[src/hdl/sgb_pkg.sv]
package sgb_pkg;

  localparam int SAMPLE_W = 16;
  localparam int SIDE_W   = 9;
  localparam int H_W      = 21;
  localparam int TAP_W    = 19;
  localparam int WIN_N    = 13;
  localparam int PAIR_N   = 5;
  localparam int COL_N    = 12;
  localparam int OFS_W    = 3;
  localparam int YDEP_W   = 4;
  localparam int QDEPTH   = 4;
  localparam int HACC_W   = 37;
  localparam int VACC_W   = 42;
  localparam int HROUND   = 32768;
  localparam int VROUND   = 8388608;

  localparam logic [SIDE_W-1:0] SIDE_RESET = 9'd256;

  // Q20 taps, outer ones first; the middle tap stands alone
  localparam logic [PAIR_N-1:0][TAP_W-1:0] TAP_PAIR = {
    19'd253472, 19'd63543, 19'd6267, 19'd240, 19'd3
  };
  localparam logic [TAP_W-1:0] TAP_MID = 19'd401527;

  typedef struct packed {
    logic [SAMPLE_W-1:0] sample;
    logic                drain;
  } in_t;

  typedef struct packed {
    logic [SAMPLE_W-1:0] blurred;
    logic                end_of_burst;
    logic                end_of_image;
  } out_t;

  typedef struct packed {
    logic [WIN_N-1:0][SAMPLE_W-1:0] win;
    logic [OFS_W-1:0]               ofs;
    logic [OFS_W-1:0]               last_idx;
    logic [YDEP_W-1:0]              ydep;
    logic                           emit;
    logic                           eoi;
  } desc_t;

  typedef logic [COL_N-1:0][H_W-1:0] col_t;

endpackage

[src/hdl/sgb_queue.sv]
module sgb_queue import sgb_pkg::*; #(
  parameter int AW = 8,
  localparam int PW = $clog2(QDEPTH)
) (
  input  logic          clk,
  input  logic          rst_n,
  input  logic          push,
  input  desc_t         push_desc,
  input  logic [AW-1:0] push_x,
  output logic          full,
  input  logic          pop,
  output logic          head_valid,
  output desc_t         head_desc,
  output logic [AW-1:0] head_x
);

  desc_t         desc_q [QDEPTH];
  logic [AW-1:0] x_q    [QDEPTH];
  logic [PW-1:0] wr_ptr_r;
  logic [PW-1:0] rd_ptr_r;
  logic [PW:0]   count_r;

  assign full       = (count_r == (PW+1)'(QDEPTH));
  assign head_valid = (count_r != '0);
  assign head_desc  = desc_q[rd_ptr_r];
  assign head_x     = x_q[rd_ptr_r];

  always_ff @(posedge clk) begin
    if (push) begin
      desc_q[wr_ptr_r] <= push_desc;
      x_q[wr_ptr_r]    <= push_x;
    end
  end

  always_ff @(posedge clk) begin
    if (!rst_n) begin
      wr_ptr_r <= '0;
      rd_ptr_r <= '0;
      count_r  <= '0;
    end else begin
      if (push) wr_ptr_r <= wr_ptr_r + PW'(1);
      if (pop)  rd_ptr_r <= rd_ptr_r + PW'(1);
      count_r <= count_r + (PW+1)'(push) - (PW+1)'(pop);
    end
  end

endmodule

[config.mk]
export PLATFORM = sky130hd
export DESIGN_NAME = sgb_queue
export DESIGN_NICKNAME = d
export VERILOG_FILES = /design/src/hdl/sgb_pkg.sv /design/src/hdl/sgb_queue.sv
export SDC_FILE = /design/constraint.sdc
export NUM_CORES = 1
export LEC_CHECK = 0
export BUFFER_PORTS_ARGS = -buffer_cell sky130_fd_sc_hd__buf_2
export CAP_MARGIN = 20
export CORE_MARGIN = 2
export CORE_UTILIZATION = 40
export DETAILED_ROUTE_END_ITERATION = 12
export GPL_TIMING_DRIVEN = 0
export SLEW_MARGIN = 20
export SYNTH_ARGS = -nofsm -noshare
export SYNTH_HDL_FRONTEND = slang
export SYNTH_SLANG_ARGS = --single-unit
[constraint.sdc]
create_clock -name clk -period 8.12 [get_ports clk]
set_input_delay 0 -clock clk [delete_from_list [all_inputs] [get_ports clk]]
set_output_delay 0 -clock clk [all_outputs]
set_load 0.02 [all_outputs]
; Word-level counts from Yosys, hierarchy flattened
; Memory sizes are Yosys's and may differ from the RTL's. A register that Yosys moved wholly into a read port is not among the register bits.
; Cells that the tools add are included.
[totals]
memories = 2
out_inout_bits = 230
regBits = 7
ram_bits = 912
word_cells = 17
in_bits = 232
[classes]
mux = 6
n_eq_ne = 1
reduce_logical = 1
add_sub_neg = 4
[mem_list]
columns = name, depth, width, read_ports, rd_ports_with_merged_regs, write_ports, line
row1 = desc_q, 4, 220, 1, 1, 1, sgb_queue.sv:17  ; desc_t desc_q [QDEPTH];
row2 = x_q, 4, 8, 1, 1, 1, sgb_queue.sv:18  ; logic [AW-1:0] x_q [QDEPTH];
[ops]
columns = operator, count
row1 = 2-to-1 mux 2 bit, 4
row2 = "adder 2 x 1 -> 2 bit, second input constant", 2
row3 = adder 3 x 1 -> 3 bit, 1
row4 = "equality test 3 bit, second input constant", 1
row5 = nonzero test 3 bit, 1
row6 = subtractor 3 x 1 -> 3 bit, 1
row7 = 2-to-1 mux 1 bit, 2

; Logic depth before layout (Yosys ltp)
[depth]
depth_word = 3
depth_mapped = 7
mapped_depth_nobuf = 7

; Worst setup path after synthesis
; No wires, ideal clock.
[synth_path]
path_type = register -> register
start = reg wr_ptr_r[0]
end = mem desc_q[0][0] in the netlist's numbering (enable)
arrival_time_ns = 5.718
setup_time_ns = 0.616
stages_incl_launch_ff = 4
path_slack_ns = 1.785
required_ns = 7.504
n_path_buf = 0
synth_period_minus_slack_ns = 6.335
cell_sequence = dfxtp_1 -> inv_1 -> ha_1 -> and2_1
[synth_lines]
columns = element, line
row1 = from (decl), sgb_queue.sv:19  ; logic [PW-1:0] wr_ptr_r;
row2 = from (signal assigned), sgb_queue.sv:41  ; if (push) wr_ptr_r <= wr_ptr_r + PW'(1);
row3 = to (decl), sgb_queue.sv:17
; No word-level cell before the write port.

==> flow_metrics.tcl <==
set metrics [dict create \
    outcome "completed" \
    syn_to_final_growth_pct 29.4 \
    rsz0062_at_grt "no" \
    final_nets 2284 \
    gr-usage-all-layers 0.163 \
    clock_path_buffers 3 \
    grt_pass1_vias 17438 \
    ys_types 21 \
    finalSetupViolCount 0 \
    reg2reg_slack_ps 5910 \
    yosysWarnings 0 \
    arrival_ps 2780 \
    synth-simple-area-share 0.00227 \
    finalInstanceArea_mm2 0.0435 \
    die_area_mm2 0.0863 \
    core_area_mm2 0.0834 \
    p_leak_uw 0.0148 \
    grt_pass1_wl_mm 106 \
    final.period_utilization 0.342 \
    start_kind "flip-flop" \
    via_per_inst 4.98 \
    synth.most_common_cell "edfxtp_1" \
    seqCellArea_mm2 0.0276 \
    fmax_mhz 360 \
    setup.worst_path.class "flip-flop to output port" \
    die_h_um 294 \
    grt_max_degree 46 \
    drt_iter0_drc 883 \
    clock_latency_ps 650 \
    drtAntennaViolNets 0 \
    synth_area_leaders "edfxtp_1 82%, mux4_2 15%, buf_12 1.4%" \
    hpwlAfterDp_mm 44.3 \
    cap_violations 0 \
    place_area_mm2 0.0378 \
    skew_ps 27.9 \
    synth_top_family_by_area "multiplexers" \
    root_buffer "clkbuf_16" \
    yosys.area.top_type_share 0.815 \
    finalCriticalPeriod_ps 2780 \
    portBuffers 461 \
    cts.sinks 921 \
    tns_ps 0 \
    initial_core_util 0.403 \
    muxShareOfSynthArea 0.153 \
    syn_avg_cell_area_um2 27.2 \
    n_fill_cell 6482 \
    synthTopCellsByCount "912 x edfxtp_1, 228 x mux4_2, 24 x buf_12" \
    power_uw 11400 \
    multi_input_area_mm2 0.00538 \
    cts.clk_slew.worst_paths_ps 60 \
    critPathMaxFanout 10 \
    drt_wl_total_mm 70.4 \
    timing.final.ws_setup_ps 5340 \
    synth-edff-count 912 \
    drive_gt1_frac 0.427 \
    use_met3 0.0468 \
    holdWs_ps 103 \
    endpoint_kind "output port" \
    die_width_um 294 \
    cts_max_level 3 \
    vdd_drop_max_uv 183 \
    ioPinCount 462 \
    grt_use_met1 0.202 \
    drc_errors 0 \
    fp-row-count 106 \
    synth_xor_area_frac 0.00123 \
    p_per_area_mw_per_mm2 262 \
    synth_seq_cells 921 \
    routabilityCongestion 0.724 \
    cts_made_buffers 95 \
    wl_per_cell_um 22.0 \
    hold_path.class "input port to flip-flop" \
    cts_tree "built" \
    drt_first_pass_iters 5 \
    antenna_found_initial 7 \
    synth_area_leader_cell "edfxtp_1" \
    synthArstFlopShare 0 \
    dp_slack_ps 5820 \
    postCtsSetupBuffers 0 \
    synth_nets 1473 \
    slew_violations 0 \
    netlist_area_mm2 0.0336 \
    synth-main-ff-cell "edfxtp_1" \
    vias 15954 \
    globalRoute.busiestLayer "met2" \
    synth_compound_area_frac 0.000447 \
    netlist_instances 1234 \
    crit_required_ps 8120 \
    relSlewSlack 0.323 \
    final_hold_viol_count 0 \
    worstMarginPinSlew_ps 1010 \
    ys_seq_area_frac 0.821 \
    synthAdderAreaFrac 0.00283 \
    use_met2 0.275 \
    grt-ovfl-total 0 \
]
==> metal layers <==
layer  wire length [µm]  vias to the layer above
met5                 53                        -
met3               5020                      120
met4               1780                        8
li1                   -                     7020
met2              35900                      438
met1              27700                     8368
==> path summary, 6_finish.rpt <==
check / startpoint / endpoint / cells after the start
setup reg to reg: wr_ptr_r[0] / desc_q[3][53] / 4
setup / recovery: flip-flop / head_desc[44] / 4
hold / removal: push_desc[156] / desc_q[2][156] / 2
hold reg to reg: rd_ptr_r[1] / rd_ptr_r[1] / 2
==> flip-flops by register name, indices dropped and copies added, names as in the netlist, named ones only <==
signal	count
desc_q	880
count_r	3
wr_ptr_r	2
rd_ptr_r	2
x_q	32
==> placed cells by master, fill, tap and decap left out, types with 15 or more instances in the layout <==
master	Yosys	final
clkbuf_16	0	96
buf_2	23	484
dlygate4sd3_1	0	232
bufinv_16	0	19
buf_12	24	29
edfxtp_1	912	912
clkbuf_1	2	19
clkinv_1	0	15
mux4_2	228	228
buf_16	0	16
==> layout make-up <==
type,instances,area share
antenna,3,0.000173
buffer,51,0.0145
clock buffer,114,0.0568
clock inverter,61,0.0198
inverter,7,0.000604
multi-input combinational,255,0.124
sequential,921,0.634
tap,1080,0.0311
timing repair buffer,714,0.119
==> cells by family after synthesis <==
family | Yosys count
flops | 921
mux | 229
buf+inv | 58
simple gates | 14
fa+ha+maj | 7
xor+xnor | 3
compound gates | 2
==> metrics by stage <==
step	util	cells
after floorplan	-	1234
after global placement	0.447	2775
after detailed placement	0.453	2796
after CTS	0.521	3203
after global routing	0.521	3205
final	0.521	3206
==> what timing repair did <==
action	4_1_cts	5_1_grt
hold endpoints to repair	936	0
resized for setup	0	0
hold buffers	232	0
==> where the power goes <==
part / switching, µW / leakage (µW) / internal, µW
logic: 725 / 0.00476 / 574
clock network: 1790 / 0.00161 / 2790
registers: 44.1 / 0.00845 / 5470
total: 2560 / 0.0148 / 8830
==> worst max-delay path: stages (launching register included) <==
cell and delay [ps]:
dfxtp_1 340, clkbuf_1 760, buf_2 480, mux4_2 360
buf_2 200
No activity file was read; power rests on OpenSTA's default activity.
