<file path="config.mk">
export PLATFORM = sky130hd
export DESIGN_NAME = sgb_front
export DESIGN_NICKNAME = d
export VERILOG_FILES = /design/src/hdl/sgb_pkg.sv /design/src/hdl/sgb_front.sv
export SDC_FILE = /design/constraint.sdc
export NUM_CORES = 1
export LEC_CHECK = 0
export ABC_AREA = 1
export ABC_CLOCK_PERIOD_IN_PS = 7250
export BUFFER_PORTS_ARGS = -buffer_cell sky130_fd_sc_hd__buf_2
export CORE_MARGIN = 2
export CORE_UTILIZATION = 55
export DETAILED_ROUTE_END_ITERATION = 7
export PLACE_DENSITY = 0.86
export SLEW_MARGIN = 10
export SYNTH_ARGS = -nofsm -noshare
export SYNTH_HDL_FRONTEND = slang
export SYNTH_SLANG_ARGS = --single-unit
</file>
<file path="constraint.sdc">
create_clock -name clk -period 7.25 [get_ports clk]
set_clock_uncertainty 0.1 [all_clocks]
set_input_delay 1.0875 -clock clk [delete_from_list [all_inputs] [get_ports clk]]
set_output_delay 1.0875 -clock clk [all_outputs]
set_load 0.02 [all_outputs]
</file>
<file path="src/hdl/sgb_pkg.sv">
package sgb_pkg;

  localparam int SAMPLE_W = 16;
  localparam int SIDE_W   = 9;
  localparam int H_W      = 21;
  localparam int TAP_W    = 19;
  localparam int WIN_N    = 13;
  localparam int PAIR_N   = 5;
  localparam int COL_N    = 12;
  localparam int OFS_W    = 3;
  localparam int YDEP_W   = 4;
  localparam int QDEPTH   = 4;
  localparam int HACC_W   = 37;
  localparam int VACC_W   = 42;
  localparam int HROUND   = 32768;
  localparam int VROUND   = 8388608;

  localparam logic [SIDE_W-1:0] SIDE_RESET = 9'd256;

  // Q20 taps, outer ones first; the middle tap stands alone
  localparam logic [PAIR_N-1:0][TAP_W-1:0] TAP_PAIR = {
    19'd253472, 19'd63543, 19'd6267, 19'd240, 19'd3
  };
  localparam logic [TAP_W-1:0] TAP_MID = 19'd401527;

  typedef struct packed {
    logic [SAMPLE_W-1:0] sample;
    logic                drain;
  } in_t;

  typedef struct packed {
    logic [SAMPLE_W-1:0] blurred;
    logic                end_of_burst;
    logic                end_of_image;
  } out_t;

  typedef struct packed {
    logic [WIN_N-1:0][SAMPLE_W-1:0] win;
    logic [OFS_W-1:0]               ofs;
    logic [OFS_W-1:0]               last_idx;
    logic [YDEP_W-1:0]              ydep;
    logic                           emit;
    logic                           eoi;
  } desc_t;

  typedef logic [COL_N-1:0][H_W-1:0] col_t;

endpackage

</file>
<file path="src/hdl/sgb_front.sv">
module sgb_front import sgb_pkg::*; #(
  parameter int MAX_SIDE = 256,
  localparam int AW = $clog2(MAX_SIDE),
  localparam int SW = $clog2(MAX_SIDE + 1),
  localparam int YW = $clog2(MAX_SIDE + 7),
  localparam int CW = (SW > SIDE_W) ? SW : SIDE_W
) (
  input  logic              clk,
  input  logic              rst_n,
  input  logic              cfg_we,
  input  logic [SIDE_W-1:0] cfg_wdata,
  input  logic              in_valid,
  output logic              in_ready,
  input  in_t               in_data,
  input  logic              full,
  output logic              push,
  output logic [AW-1:0]     push_x,
  output desc_t             push_desc
);

  logic [SIDE_W-1:0]   side_r;
  logic [AW-1:0]       col_r;
  logic [YW-1:0]       row_r;
  logic [14:0][SAMPLE_W-1:0] win_r;
  logic [14:0][SAMPLE_W-1:0] win_nxt;

  logic [SW-1:0]       s;
  logic [CW-1:0]       side_ext;
  logic [SAMPLE_W-1:0] samp;
  logic                accept;
  logic                row_end;
  logic                c_ge7;
  logic                last_row;

  always_comb begin
    side_ext = CW'(side_r);
    if (side_r == '0) begin
      s = SW'(1);
    end else if (side_ext > CW'(MAX_SIDE)) begin
      s = SW'(MAX_SIDE);
    end else begin
      s = SW'(side_ext);
    end
  end

  assign in_ready = !full;
  assign accept   = in_valid && in_ready;
  assign row_end  = (SW'(col_r) == s - SW'(1));
  assign c_ge7    = (col_r >= AW'(7));
  assign last_row = (row_r == YW'(s) + YW'(6));

  // zero rows past the image and drain beats
  assign samp = (row_r < YW'(s) && !in_data.drain) ? in_data.sample : '0;

  always_comb begin
    for (int i = 0; i < 14; i++) begin
      win_nxt[i] = win_r[i+1];
    end
    win_nxt[14] = samp;
  end

  always_comb begin
    for (int i = 0; i < WIN_N; i++) begin
      push_desc.win[i] = win_nxt[i+2];
    end
    push_desc.ofs      = c_ge7 ? '0 : OFS_W'(3'd7 - col_r[2:0]);
    push_desc.last_idx = !row_end ? '0 : (c_ge7 ? 3'd7 : col_r[2:0]);
    push_desc.ydep     = (row_r >= YW'(12)) ? YDEP_W'(12) : row_r[YDEP_W-1:0];
    push_desc.emit     = (row_r >= YW'(7));
    push_desc.eoi      = row_end && last_row;
    push_x             = c_ge7 ? col_r - AW'(7) : '0;
  end

  assign push = accept && (row_end || c_ge7);

  always_ff @(posedge clk) begin
    if (!rst_n) begin
      side_r <= SIDE_RESET;
      col_r  <= '0;
      row_r  <= '0;
      win_r  <= '0;
    end else if (cfg_we) begin
      side_r <= cfg_wdata;
      col_r  <= '0;
      row_r  <= '0;
      win_r  <= '0;
    end else if (accept) begin
      if (row_end) begin
        col_r <= '0;
        win_r <= '0;
        row_r <= last_row ? '0 : row_r + YW'(1);
      end else begin
        col_r <= col_r + AW'(1);
        win_r <= win_nxt;
      end
    end
  end

`ifndef NO_ASSERTIONS
  a_col_in_row: assert property (@(posedge clk) disable iff (!rst_n)
    SW'(col_r) < s) else $error("column counter past row end");
  a_row_in_frame: assert property (@(posedge clk) disable iff (!rst_n)
    row_r < YW'(s) + YW'(7)) else $error("row counter past frame end");
  a_row_wrap: assert property (@(posedge clk) disable iff (!rst_n)
    accept && row_end && !cfg_we |=> col_r == '0) else $error("row end did not wrap");
`endif

endmodule

</file>
* After elaboration in Yosys (flattened, before gate mapping)
Cells that the tools add are included.
Cells by class: equal/unequal tests 2, muxes and demuxes 11, add/sub/neg operators 6, bitwise gates (word level) 1, order comparisons 5, reductions and logical operators 10
Operators with widths (count):
- 240-bit two-way mux | 1
- 9-bit two-way mux | 3
- 16-bit two-way mux | 1
- 8-bit two-way mux | 2
- 9-bit by 1-bit adder with 9-bit output (second input constant) | 1
- 9-bit by 3-bit adder with 9-bit output (second input constant) | 1
- 8-bit by 9-bit equality test with 1-bit output | 1
- 9-bit equality test | 1
- 9-bit by 3-bit >= comparator with 1-bit output (second input constant) | 1
- 9-bit by 4-bit >= comparator with 1-bit output (second input constant) | 1
- 9-bit > comparator (second input constant) | 1
- 9-bit zero test | 1
- 9-bit < comparator | 1
- 3-bit two-way mux | 3
- 9-bit by 1-bit subtractor with 9-bit output (second input constant) | 1
- 8-bit by 1-bit adder with 8-bit output (second input constant) | 1
- 8-bit by 3-bit >= comparator with 1-bit output (second input constant) | 1
- 8-bit by 3-bit subtractor with 8-bit output (second input constant) | 1
- 1-bit logical AND | 4
- 4-bit two-way mux | 1
- 3-bit subtractor (first input constant) | 1
- 1-bit zero test | 2
- 2-bit AND reduction | 1
- 2-bit OR reduction | 1
- other kinds (2) | 2
Storage, ports and cells: input port bits 31, bits in registers 250, logic and storage cells 52, output and inout port bits 230

* Logic depth before layout (Yosys ltp)
Gate-level depths: netlist of run 1.
depth in word-level cells 7, gate-level depth with buffers 20, depth with buffers taken out 20

* Worst setup path after synthesis of run 1
No wires, ideal clock.
kind register -> output, from register side_r[8], in the netlist side_ext[8], to output port push_desc[0] (netlist name), path buffers 3, path slack 3.332 ns, cell stages (with the launch flop) 17, data required time 6.062 ns, data arrival time 2.730 ns, cells stage by stage dfxtp_1 -> buf_6 -> inv_2 -> buf_6 -> nand2_1 -> nand2_1 -> nand2_2 -> ha_1 -> nand2_1 -> nor2_2 -> nand3_1 -> xor2_1 -> nand3_1 -> nor2_4 -> nand2_4 -> buf_2 -> nor4_1
RTL lines:
- start: declaration | line sgb_front.sv:21 | logic [SIDE_W-1:0] side_r;
- start signal: assignment | line sgb_front.sv:83 | side_r <= cfg_wdata;
- end: declaration | line sgb_front.sv:18 | output desc_t push_desc

==> results.md, run 1 <==
- Status: finished, final reports clean
- Final core utilization: 0.679
- Initial antenna violation count: 0
- Post-Syn Nets: between 1000 and 1500
- Vias: roughly 9400
- Startpoint class of the critical path: register
- Post-CTS setup buffers: 0
- CP arrival: around 3.6 ns
- Clk slew on worst S/H paths: roughly 0.060 ns
- Primary FF master, synth: dfxtp_1
- Hold Path Stages: 2
- Post_cts resized: 0
- Fin Setup TNS: 0 ns
- Share of post-route cells with drive strength above 1: 0.222
- Unrepaired setup endpoints after global routing: no
- Max_slew headroom: 0.229
- Reg-to-Reg Start: side_ext[8]$_SDFFE_PN1P_
- Total grt overflow: 0
- Via/cell ratio: 5.50
- CTS Buf Count: 23
- CTS Root Buffer Type: clkbuf_16
- Worst vdd ir: 0.196 mV
- Hold Startpoint: push_desc[19]$_SDFFE_PP0P_
- Syn-to-layout area delta: 20.2%
- Hold EP: push_desc[19]$_SDFFE_PP0P_
- Clk Latency, worst-skew pair: 0.52 ns
- Worst reg-to-reg path cell count: 14
- Filler Cells Inserted: 1438
- Largest net degree at the start of global routing: 139
- Final hold vios: 0
- Overall power: around 2.5 mW
- Critical-path cell list: inv_2 > nand2_1 > nand2_1 > nand2_2 > ha_1 > nand2_1 > nor2_2 > nand3_1 > xor2_1 > nand3_1 > nor2_4 > nand2_8 > nor4_1 > buf_2
- Cell accounting for the most synthesized area: dfxtp_1
- Die Width: 135 µm
- Synth Instances: approximately 1300
- Cell area after synthesis: 9430 µm²
- Critical path launch point: side_ext[8]$_SDFFE_PN1P_
- Most frequent CP cell: nand2_1
- Area occupied by multi-input gates: 4330 µm²
- Post-DP Area: approximately 11000 µm²
- Top cell type's share of synthesized area: 0.463
- Setup slack, reg-to-reg: 3.14 ns
- DRT iter0 DRCs: ~840
- Async set-reset flop share out of synthesis: 0
- Io pins: 261
- Crit path max fanout: 81
- # Max-Cap Violations: 0
- Req. time, crit path: 6.06 ns
- Total detailed-routing wirelength: between 20000 and 30000 µm
- Slew @ Worst Pin: roughly 1.2 ns
- Core area: roughly 17000 µm²
- PwrDens: approximately 220 nW/µm²
- Final #Nets: between 1500 and 2000
- Minimum clock period: 4.74 ns
- Number of global-route vias before repair: a little over 8000
- CTS hold repair buffers: 0
- Pre-CTS WS: a little over 3 ns
- Fmax: 211 MHz
- Number of synthesized flops with an enable pin: 0
- Placed Instances: ~1700
- Number of synthesized register bits: roughly 220
- DRC: 0
- Post-detailed-route count of antenna-violating nets: 0
- Period utilization: 0.654
- Post-Layout Cell Count: between 1500 and 2000
- DPL Wire Length: approximately 18000 µm
- Crit path max-delay cell type: dfxtp_1
- Max clock buf depth: 3
- Hold Path Class: register to register
- Routed len/inst: roughly 16 µm
- Port Buffers: 260
- RR Endpoint: push_desc[150]$_SDFFE_PP0P_
- Top cells by area, synth: dfxtp_1, nand3_1, a21oi_1
- Pre-antenna DRT Iters: 5
- Ys Warns: 0
- Worst Setup Slack, final: roughly 2.5 ns
- First-pass GRT wire length: roughly 42000 µm
- Gr usage total: 0.277
- Placer congestion estimate: slightly below 1
- Storage cell area: 4360 µm²
- Die area: around 18000 µm²
- Largest stage delay, worst path: between 0.5 and 0.6 ns
- Leakage: around 4.9 nW
- # rows: between 40 and 50
- Count of final setup violators: 0
- Clock sinks: 218
- H-Tree Depth: 1
- CTS tree: yes
- Cell area after layout: 11300 µm²
- Height of the chip: about 130 µm
- Max Slew Vio Count: 0
- Hold_ws: 0.361 ns
- Initial Util: 0.565
- Worst Setup End Kind: output pin
- Crit Path Class: register to output pin
- Mean post-synth cell area: 7.40 µm²
- Seq/Total Area, Yosys: 0.463
- Ant diodes: 0
- Synth cell types: 35
==> Yosys cell counts, drive strengths merged, types with 4 or more instances <==
cell,count
nand2,290
nand3,222
dfxtp,218
a21oi,213
nor2,78
inv,72
clkbuf,57
buf,39
o21ai,19
xor2,18
ha,14
nor3,12
nand4,10
nand3b,4
==> critical path, delay by kind of cell (launching register included) <==
kind,cells,cell delay [ns]
and+or+nand+nor,10,1.71
DFF,1,0.56
buffers and inverters,2,0.42
adders and majority gates,1,0.20
xor gates and xnor gates,1,0.15
==> worst max-delay path by stage <==
stage | endpoint | slack, ns | depth (start not counted)
after floorplan | push_desc[0] | 3.33 | 16
after global placement | push_desc[0] | 3.10 | 14
after detailed placement | push_desc[0] | 3.03 | 14
after CTS | push_desc[0] | 2.48 | 14
after global routing | push_desc[0] | 2.12 | 14
final | push_desc[0] | 2.51 | 14
==> layout by cell type (no fill, tap or decap), types with 17 or more instances in the layout <==
cell       instances
buf_2            260
a21oi_1          213
inv_1             65
nand2_1          282
xor2_1            17
clkbuf_16         23
dfxtp_1          218
o21ai_0           18
nand3_1          221
nor2_1            71
==> cell type report <==
| type | instances | share of cell area |
|---|---|---|
| Inverter | 72 | 0.0247 |
| Clock buffer | 29 | 0.0563 |
| Timing Repair Buffer | 265 | 0.118 |
| Multi-Input combinational cell | 889 | 0.382 |
| Clock inverter | 12 | 0.00982 |
| Sequential cell | 218 | 0.385 |
| Tap cell | 220 | 0.0243 |
==> kinds of logic after synthesis <==
logic type	count (synthesis)	synth area share
simple gates	619	0.293
compound gates	235	0.125
flops	218	0.463
buf+inv	168	0.0800
xor+xnor	21	0.0203
fa+ha+maj	14	0.0186
==> layer usage <==
metal | global-route usage | routed length [µm] | vias up
met3 | 0.0709 | 2360 | 57
li1 | - | - | 4614
met5 | 0 | 0 | -
met1 | 0.376 | 11300 | 4327
met4 | 0.0943 | 824 | 0
met2 | 0.431 | 12000 | 378
==> state kept, by name (all words and copies together) (netlist names) <==
register	count
push_desc	192
col_r	8
side_ext	9
row_r	9
==> where the power goes <==
| part | internal (mW) | leakage (nW) | switching (mW) |
|---|---|---|---|
| clock | 0.666 | 0.367 | 0.483 |
| sequential | 1.20 | 1.76 | 0.00646 |
| combinational | 0.0352 | 2.77 | 0.110 |
Power figures use the tool's default switching activity.
==> inputs of run 2 (changes only) <==
Settings changed: ABC_CLOCK_PERIOD_IN_PS 7250 to 4680, CORE_UTILIZATION 55 to 52, PLACE_DENSITY 0.86 to 0.82.
Clock period 7.25 ns to 4.68 ns, I/O delays scaled along.
==> run 2 against run 1 <==
Against the previous run:
- worst hold slack got worse by 0.019 ns
- via count about the same
- total power up 59%
- critical endpoint is now push
- largest power group is now clock
==> results.md, run 2 (synthesis gave the netlist of run 1 again) <==
- Height of the chip: 139 µm (was 135 µm)
- Leading cell type in the layout, fill and taps excluded: nand2_1 (unchanged)
- Top Layer Used: met4 (unchanged)
- Largest net degree at the start of global routing: 130 (was 139)
- Post_cts resized: 0 (unchanged)
- Routed met1 length: 11500 µm (was 11300 µm)
- First-pass GRT wire length: 42900 µm (was 41600 µm)
- PwrDens: 349 nW/µm² (was 221 nW/µm²)
- Crit path max fanout: 16 (was 81)
- Core area: 17900 µm² (was 16700 µm²)
- Gr usage total: 0.261 (was 0.277)
- Initial antenna violation count: 0 (unchanged)
- Count of final setup violators: 0 (unchanged)
- Vias: 9385 (was 9376)
- Pre-antenna DRT Iters: 5 (unchanged)
- Post-CTS setup buffers: 0 (unchanged)
- Storage cell area: 4360 µm² (unchanged)
- Clk Latency, worst-skew pair: 0.50 ns (was 0.52 ns)
- Ant diodes: 0 (unchanged)
- CTS hold repair buffers: 0 (unchanged)
- Die area: 19200 µm² (was 18200 µm²)
- Final hold vios: 0 (unchanged)
- Minimum clock period: approximately 4.2 ns
- Met3 wire len: 2230 µm (was 2360 µm)
- Total detailed-routing wirelength: 26600 µm (was 26500 µm)
- Share of post-route cells with drive strength above 1: 0.224 (was 0.222)
- Buf/Inv on CP: 2 (unchanged)
- Status: finished, final reports clean (unchanged)
- Area occupied by multi-input gates: 4330 µm² (unchanged)
- DRC: 0 (unchanged)
- Critical-path cell list: inv_2 > nand2_1 > nand2_1 > nand2_2 > ha_1 > nand2_1 > nor2_2 > nand3_1 > xor2_1 > nand3_1 > nor2_4 > nand3_2 > o21ai_0 > buf_2 (was inv_2 > nand2_1 > nand2_1 > nand2_2 > ha_1 > nand2_1 > nor2_2 > nand3_1 > xor2_1 > nand3_1 > nor2_4 > nand2_8 > nor4_1 > buf_2)
- Final #Nets: 1517 (was 1514)
- Unrepaired setup endpoints after global routing: no (unchanged)
- CTS tree: yes (unchanged)
- DPL Wire Length: 17400 µm (was 17500 µm)
- Leakage: 4.94 nW (was 4.89 nW)
- Worst Setup End Kind: output pin (unchanged)
- Startpoint class of the critical path: register (unchanged)
- Io pins: 261 (unchanged)
- Delay-heaviest family, CP: simple AND/OR/NAND/NOR gates (unchanged)
- Post-DP Area: 10600 µm² (about the same)
- Most frequent cells in the layout: nand2_1, buf_2, nand3_1 (unchanged)
- DRT iter0 DRCs: 584 (was 838)
- Crit Path Class: register to output pin (unchanged)
- Total grt overflow: 0 (unchanged)
- Largest stage delay, worst path: 0.54 ns (was 0.56 ns)
- Crit path max-delay cell type: dfxtp_1 (unchanged)
- Most frequent CP cell: nand2_1 (unchanged)
- Number of global-route vias before repair: 8400 (was 8185)
- # rows: 49 (was 47)
- Post-detailed-route count of antenna-violating nets: 0 (unchanged)
- Fmax: 237 MHz
- Fin Setup TNS: 0 ns (unchanged)
- Initial Util: 0.527 (was 0.565)
- Clock sinks: 218 (unchanged)
- Max clock buf depth: 3 (unchanged)
- Filler Cells Inserted: 1588 (was 1438)
- Via/cell ratio: 5.46 (was 5.50)
- # Max-Cap Violations: 0 (unchanged)
- CP arrival: 3.43 ns (was 3.56 ns)
- Max_slew headroom: 0.333 (was 0.229)
- H-Tree Depth: 1 (unchanged)
- Max FFs per register: 192 (unchanged)
- Max Slew Vio Count: 0 (unchanged)
- Setup slack, reg-to-reg: 1.06 ns (was 3.14 ns)
- CTS Buf Count: 23 (unchanged)
- Hold Path Class: input pin to register (was register to register)
- Port Buffers: 260 (unchanged)
- CTS Root Buffer Type: clkbuf_16 (unchanged)
- Syn-to-layout area delta: 21.0% (was 20.2%)
- Slew @ Worst Pin: 1.00 ns (was 1.16 ns)
- Req. time, crit path: 3.88 ns (was 6.06 ns)
- Die Width: 139 µm (was 135 µm)
- Wire length on met2: 12400 µm (was 12000 µm)
- Cell area after layout: 11400 µm² (was 11300 µm²)
- Placer congestion estimate: 0.934 (was 0.962)
- Routed len/inst: 15.5 µm (about the same)
- Worst vdd ir: 0.252 mV (was 0.196 mV)
- Clk slew on worst S/H paths: 0.06 ns (about the same)
- Period utilization: 0.903
## run 2: routing by layer
metal / track usage / vias up
met1: 0.356 / 4388
li1: - / 4626
met3: 0.0691 / 35
met2: 0.423 / 336
met5: 0 / -
met4: 0.0542 / 0
## run 2: path summary, 6_finish.rpt
path	start	to	depth (start not counted)
min reg2reg	push_desc[17]$_SDFFE_PP0P_	push_desc[17]$_SDFFE_PP0P_	2
min	cfg_wdata[8]	side_ext[8]$_SDFFE_PN1P_	3
max reg2reg	side_ext[8]$_SDFFE_PN1P_	push_desc[137]$_SDFFE_PP0P_	14
max	side_ext[8]$_SDFFE_PN1P_	push	14
## run 2: through the flow
stage	worst slack, ns	util	power, mW	cells	hold slack [ns]
finish	0.453	0.638	3.99	1718	0.342
global route	0.153	0.638	4.11	1718	0.323
CTS	0.473	0.638	4.02	1718	0.322
detailed placement	1.04	0.593	2.14	1676	0.352
global placement	1.08	0.593	2.14	1676	0.348
floorplan	1.15	-	2.08	1275	0.361
## run 2: layout make-up
type                    instances  area share
inverters                      72      0.0246
flip-flops and latches        218       0.382
clock buffers                  30      0.0571
clock inverters                12      0.0125
repair buffers                268       0.119
multi-input cells             889       0.379
well taps                     229      0.0251
## run 2: tightest hold or removal path, stage by stage
cell     delay, ns
buf_2         0.08
a21oi_1       0.05
o21ai_0       0.07
## run 2: report_power, final
part / leakage (nW) / switching, mW / internal (mW)
logic: 2.78 / 0.171 / 0.0552
registers: 1.76 / 0.00967 / 1.86
clock network: 0.401 / 0.739 / 1.15
total: 4.94 / 0.920 / 3.07
==> inputs of run 3 (changes only) <==
Settings changed: ABC_CLOCK_PERIOD_IN_PS 4680 to 4950, CORE_UTILIZATION 52 to 55, PLACE_DENSITY 0.82 to 0.86.
Clock period 4.68 ns to 4.95 ns, I/O delays scaled along.
==> run 3 against run 2 <==
Against the previous run:
- worst hold slack improved by 0.022 ns
- sequential share of layout area about the same
- highest routed layer unchanged
- register-to-register slack improved by 0.27 ns
- sequential cell count unchanged
- cell count decreased by 0.70%
- non-clock buffer count decreased by 1
- critical path depth unchanged
- first-iteration DRC count increased by 17%
==> results.md, run 3 (synthesis gave the netlist of run 1 again) <==
- Req. time, crit path: 4.11 ns (was 3.88 ns)
- Crit Path Class: register to output pin (unchanged)
- Crit path max fanout: 16 (unchanged)
- Io pins: 261 (unchanged)
- Overall power: 3.78 mW (was 3.99 mW)
- Most frequent cells in the layout: nand2_1, buf_2, nand3_1 (unchanged)
- First-pass GRT wire length: 41300 µm (was 42900 µm)
- Max Slew Vio Count: 0 (unchanged)
- Worst reg-to-reg path cell count: 14 (unchanged)
- Routed len/inst: 15.6 µm (was 15.5 µm)
- Max FFs per register: 192 (unchanged)
- Initial antenna violation count: 0 (unchanged)
- CTS Root Buffer Type: clkbuf_16 (unchanged)
- CTS hold repair buffers: 0 (unchanged)
- Minimum clock period: 4.36 ns
- Leakage: 4.94 nW (about the same)
- Fmax: 229 MHz
- Worst vdd ir: 0.271 mV (was 0.252 mV)
- Post_cts resized: 0 (unchanged)
- Hold Startpoint: push_desc[21]$_SDFFE_PP0P_ (was cfg_wdata[8])
- Number of global-route vias before repair: 8184 (was 8400)
- Count of final setup violators: 0 (unchanged)
- Setup slack, reg-to-reg: 1.33 ns (was 1.06 ns)
- Ant diodes: 0 (unchanged)
- Fin Setup TNS: 0 ns (unchanged)
- Reg-to-Reg Start: side_ext[8]$_SDFFE_PN1P_ (unchanged)
- Syn-to-layout area delta: 21.0% (about the same)
- Area occupied by multi-input gates: 4330 µm² (unchanged)
- PwrDens: 331 nW/µm² (was 349 nW/µm²)
- Hold Path Class: register to register (was input pin to register)
- # rows: 47 (was 49)
- Startpoint class of the critical path: register (unchanged)
- CTS Buf Count: 22 (was 23)
- Via/cell ratio: 5.48 (was 5.46)
- Hold Path Stages: 2 (was 3)
- Filler Cells Inserted: 1416 (was 1588)
- Die area: 18200 µm² (was 19200 µm²)
- Largest net degree at the start of global routing: 184 (was 130)
- Share of post-route cells with drive strength above 1: 0.222 (was 0.224)
- Total detailed-routing wirelength: 26700 µm (was 26600 µm)
- Status: finished, final reports clean (unchanged)
- # Max-Cap Violations: 0 (unchanged)
- Vias: 9357 (was 9385)
- Slew @ Worst Pin: 1.01 ns (was 1.00 ns)
- Clk Latency, worst-skew pair: 0.50 ns (about the same)
- DPL Wire Length: 17800 µm (was 17400 µm)
- Max clock buf depth: 3 (unchanged)
- Initial Util: 0.565 (was 0.527)
- Post-CTS setup buffers: 0 (unchanged)
- Final hold vios: 0 (unchanged)
- RR Endpoint: push_desc[22]$_SDFFE_PP0P_ (was push_desc[137]$_SDFFE_PP0P_)
- H-Tree Depth: 1 (unchanged)
- Post-detailed-route count of antenna-violating nets: 0 (unchanged)
- Total grt overflow: 0 (unchanged)
- Hold EP: push_desc[21]$_SDFFE_PP0P_ (was side_ext[8]$_SDFFE_PN1P_)
- Placed Instances: 1666 (was 1676)
- Worst Setup End Kind: output pin (unchanged)
- Die Width: 135 µm (was 139 µm)
- CTS tree: yes (unchanged)
- Leading cell type in the layout, fill and taps excluded: nand2_1 (unchanged)
- Storage cell area: 4360 µm² (unchanged)
- CP arrival: 3.52 ns (was 3.43 ns)
- Clock sinks: 218 (unchanged)
- Port Buffers: 260 (unchanged)
- Post-Layout Cell Count: 1706 (was 1718)
- Placer congestion estimate: 0.945 (was 0.934)
- Final #Nets: 1515 (was 1517)
- Unrepaired setup endpoints after global routing: no (unchanged)
- DRC: 0 (unchanged)
- Clk slew on worst S/H paths: 0.07 ns (was 0.06 ns)
- Max_slew headroom: 0.328 (was 0.333)
- Gr usage total: 0.275 (was 0.261)
- Core area: 16700 µm² (was 17900 µm²)
- DRT iter0 DRCs: 681 (was 584)
- Height of the chip: 135 µm (was 139 µm)
- Period utilization: 0.881
- Pre-antenna DRT Iters: 6 (was 5)
==> run 3: cell count changes in the layout (fill, tap and decap cells not counted) <==
cell / previous run / this run
buf_12: 0 / 1
inv_6: 4 / 3
clkbuf_16: 23 / 22
buf_4: 8 / 6
clkinv_8: 0 / 1
clkbuf_1: 2 / 3
bufinv_16: 3 / 4
clkinv_2: 7 / 4
==> run 3: where the power goes <==
part           internal, mW  switching, mW  leakage, nW
registers              1.76        0.00973         1.76
clock network          1.11          0.685        0.394
logic                0.0526          0.162         2.78
total                  2.92          0.856         4.94
==> run 3: routing by layer <==
| metal | track usage | routed length, µm | vias to the layer above |
|---|---|---|---|
| met5 | 0 | 0 | - |
| met4 | 0.0909 | 818 | 0 |
| met3 | 0.0676 | 2260 | 55 |
| met2 | 0.435 | 12200 | 369 |
| met1 | 0.372 | 11400 | 4315 |
| li1 | - | - | 4618 |
==> run 3: worst max path at each step <==
stage                                        start            to  slack (ns)  cells after the start
after floorplan           side_ext[8]$_SDFFE_PN1P_  push_desc[0]        1.38                     16
after global placement    side_ext[8]$_SDFFE_PN1P_          push        1.29                     14
after detailed placement  side_ext[8]$_SDFFE_PN1P_          push        1.21                     14
after CTS                 side_ext[8]$_SDFFE_PN1P_          push        0.65                     14
after global routing      side_ext[8]$_SDFFE_PN1P_          push        0.33                     14
final                     side_ext[8]$_SDFFE_PN1P_          push        0.59                     14
==> run 3: worst max-delay path, cell delays in order (launching register included) <==
cell,delay [ns]
dfxtp_1,0.58
inv_2,0.23
nand2_1,0.14
nand2_1,0.08
nand2_2,0.15
ha_1,0.21
nand2_1,0.07
nor2_2,0.16
nand3_1,0.11
xor2_1,0.14
nand3_1,0.13
nor2_4,0.27
nand3_2,0.34
o21ai_0,0.20
buf_2,0.21
==> run 3: layout make-up <==
class	count	share of cell area
Sequential cell	218	0.382
Multi-Input combinational cell	889	0.379
Timing Repair Buffer	267	0.120
Clock buffer	30	0.0553
Inverter	72	0.0246
Tap cell	220	0.0241
Clock inverter	10	0.0145
==> run 3: stage by stage <==
| step | worst slack [ns] | hold WS (ns) | instance area, µm² | utilization |
|---|---|---|---|---|
| floorplan | 1.38 | 0.361 | 9430 | - |
| CTS | 0.652 | 0.363 | 11400 | 0.683 |
| detailed placement | 1.21 | 0.352 | 10600 | 0.636 |
| global route | 0.333 | 0.384 | 11400 | 0.683 |
| finish | 0.587 | 0.363 | 11400 | 0.683 |
| global placement | 1.29 | 0.349 | 10600 | 0.636 |
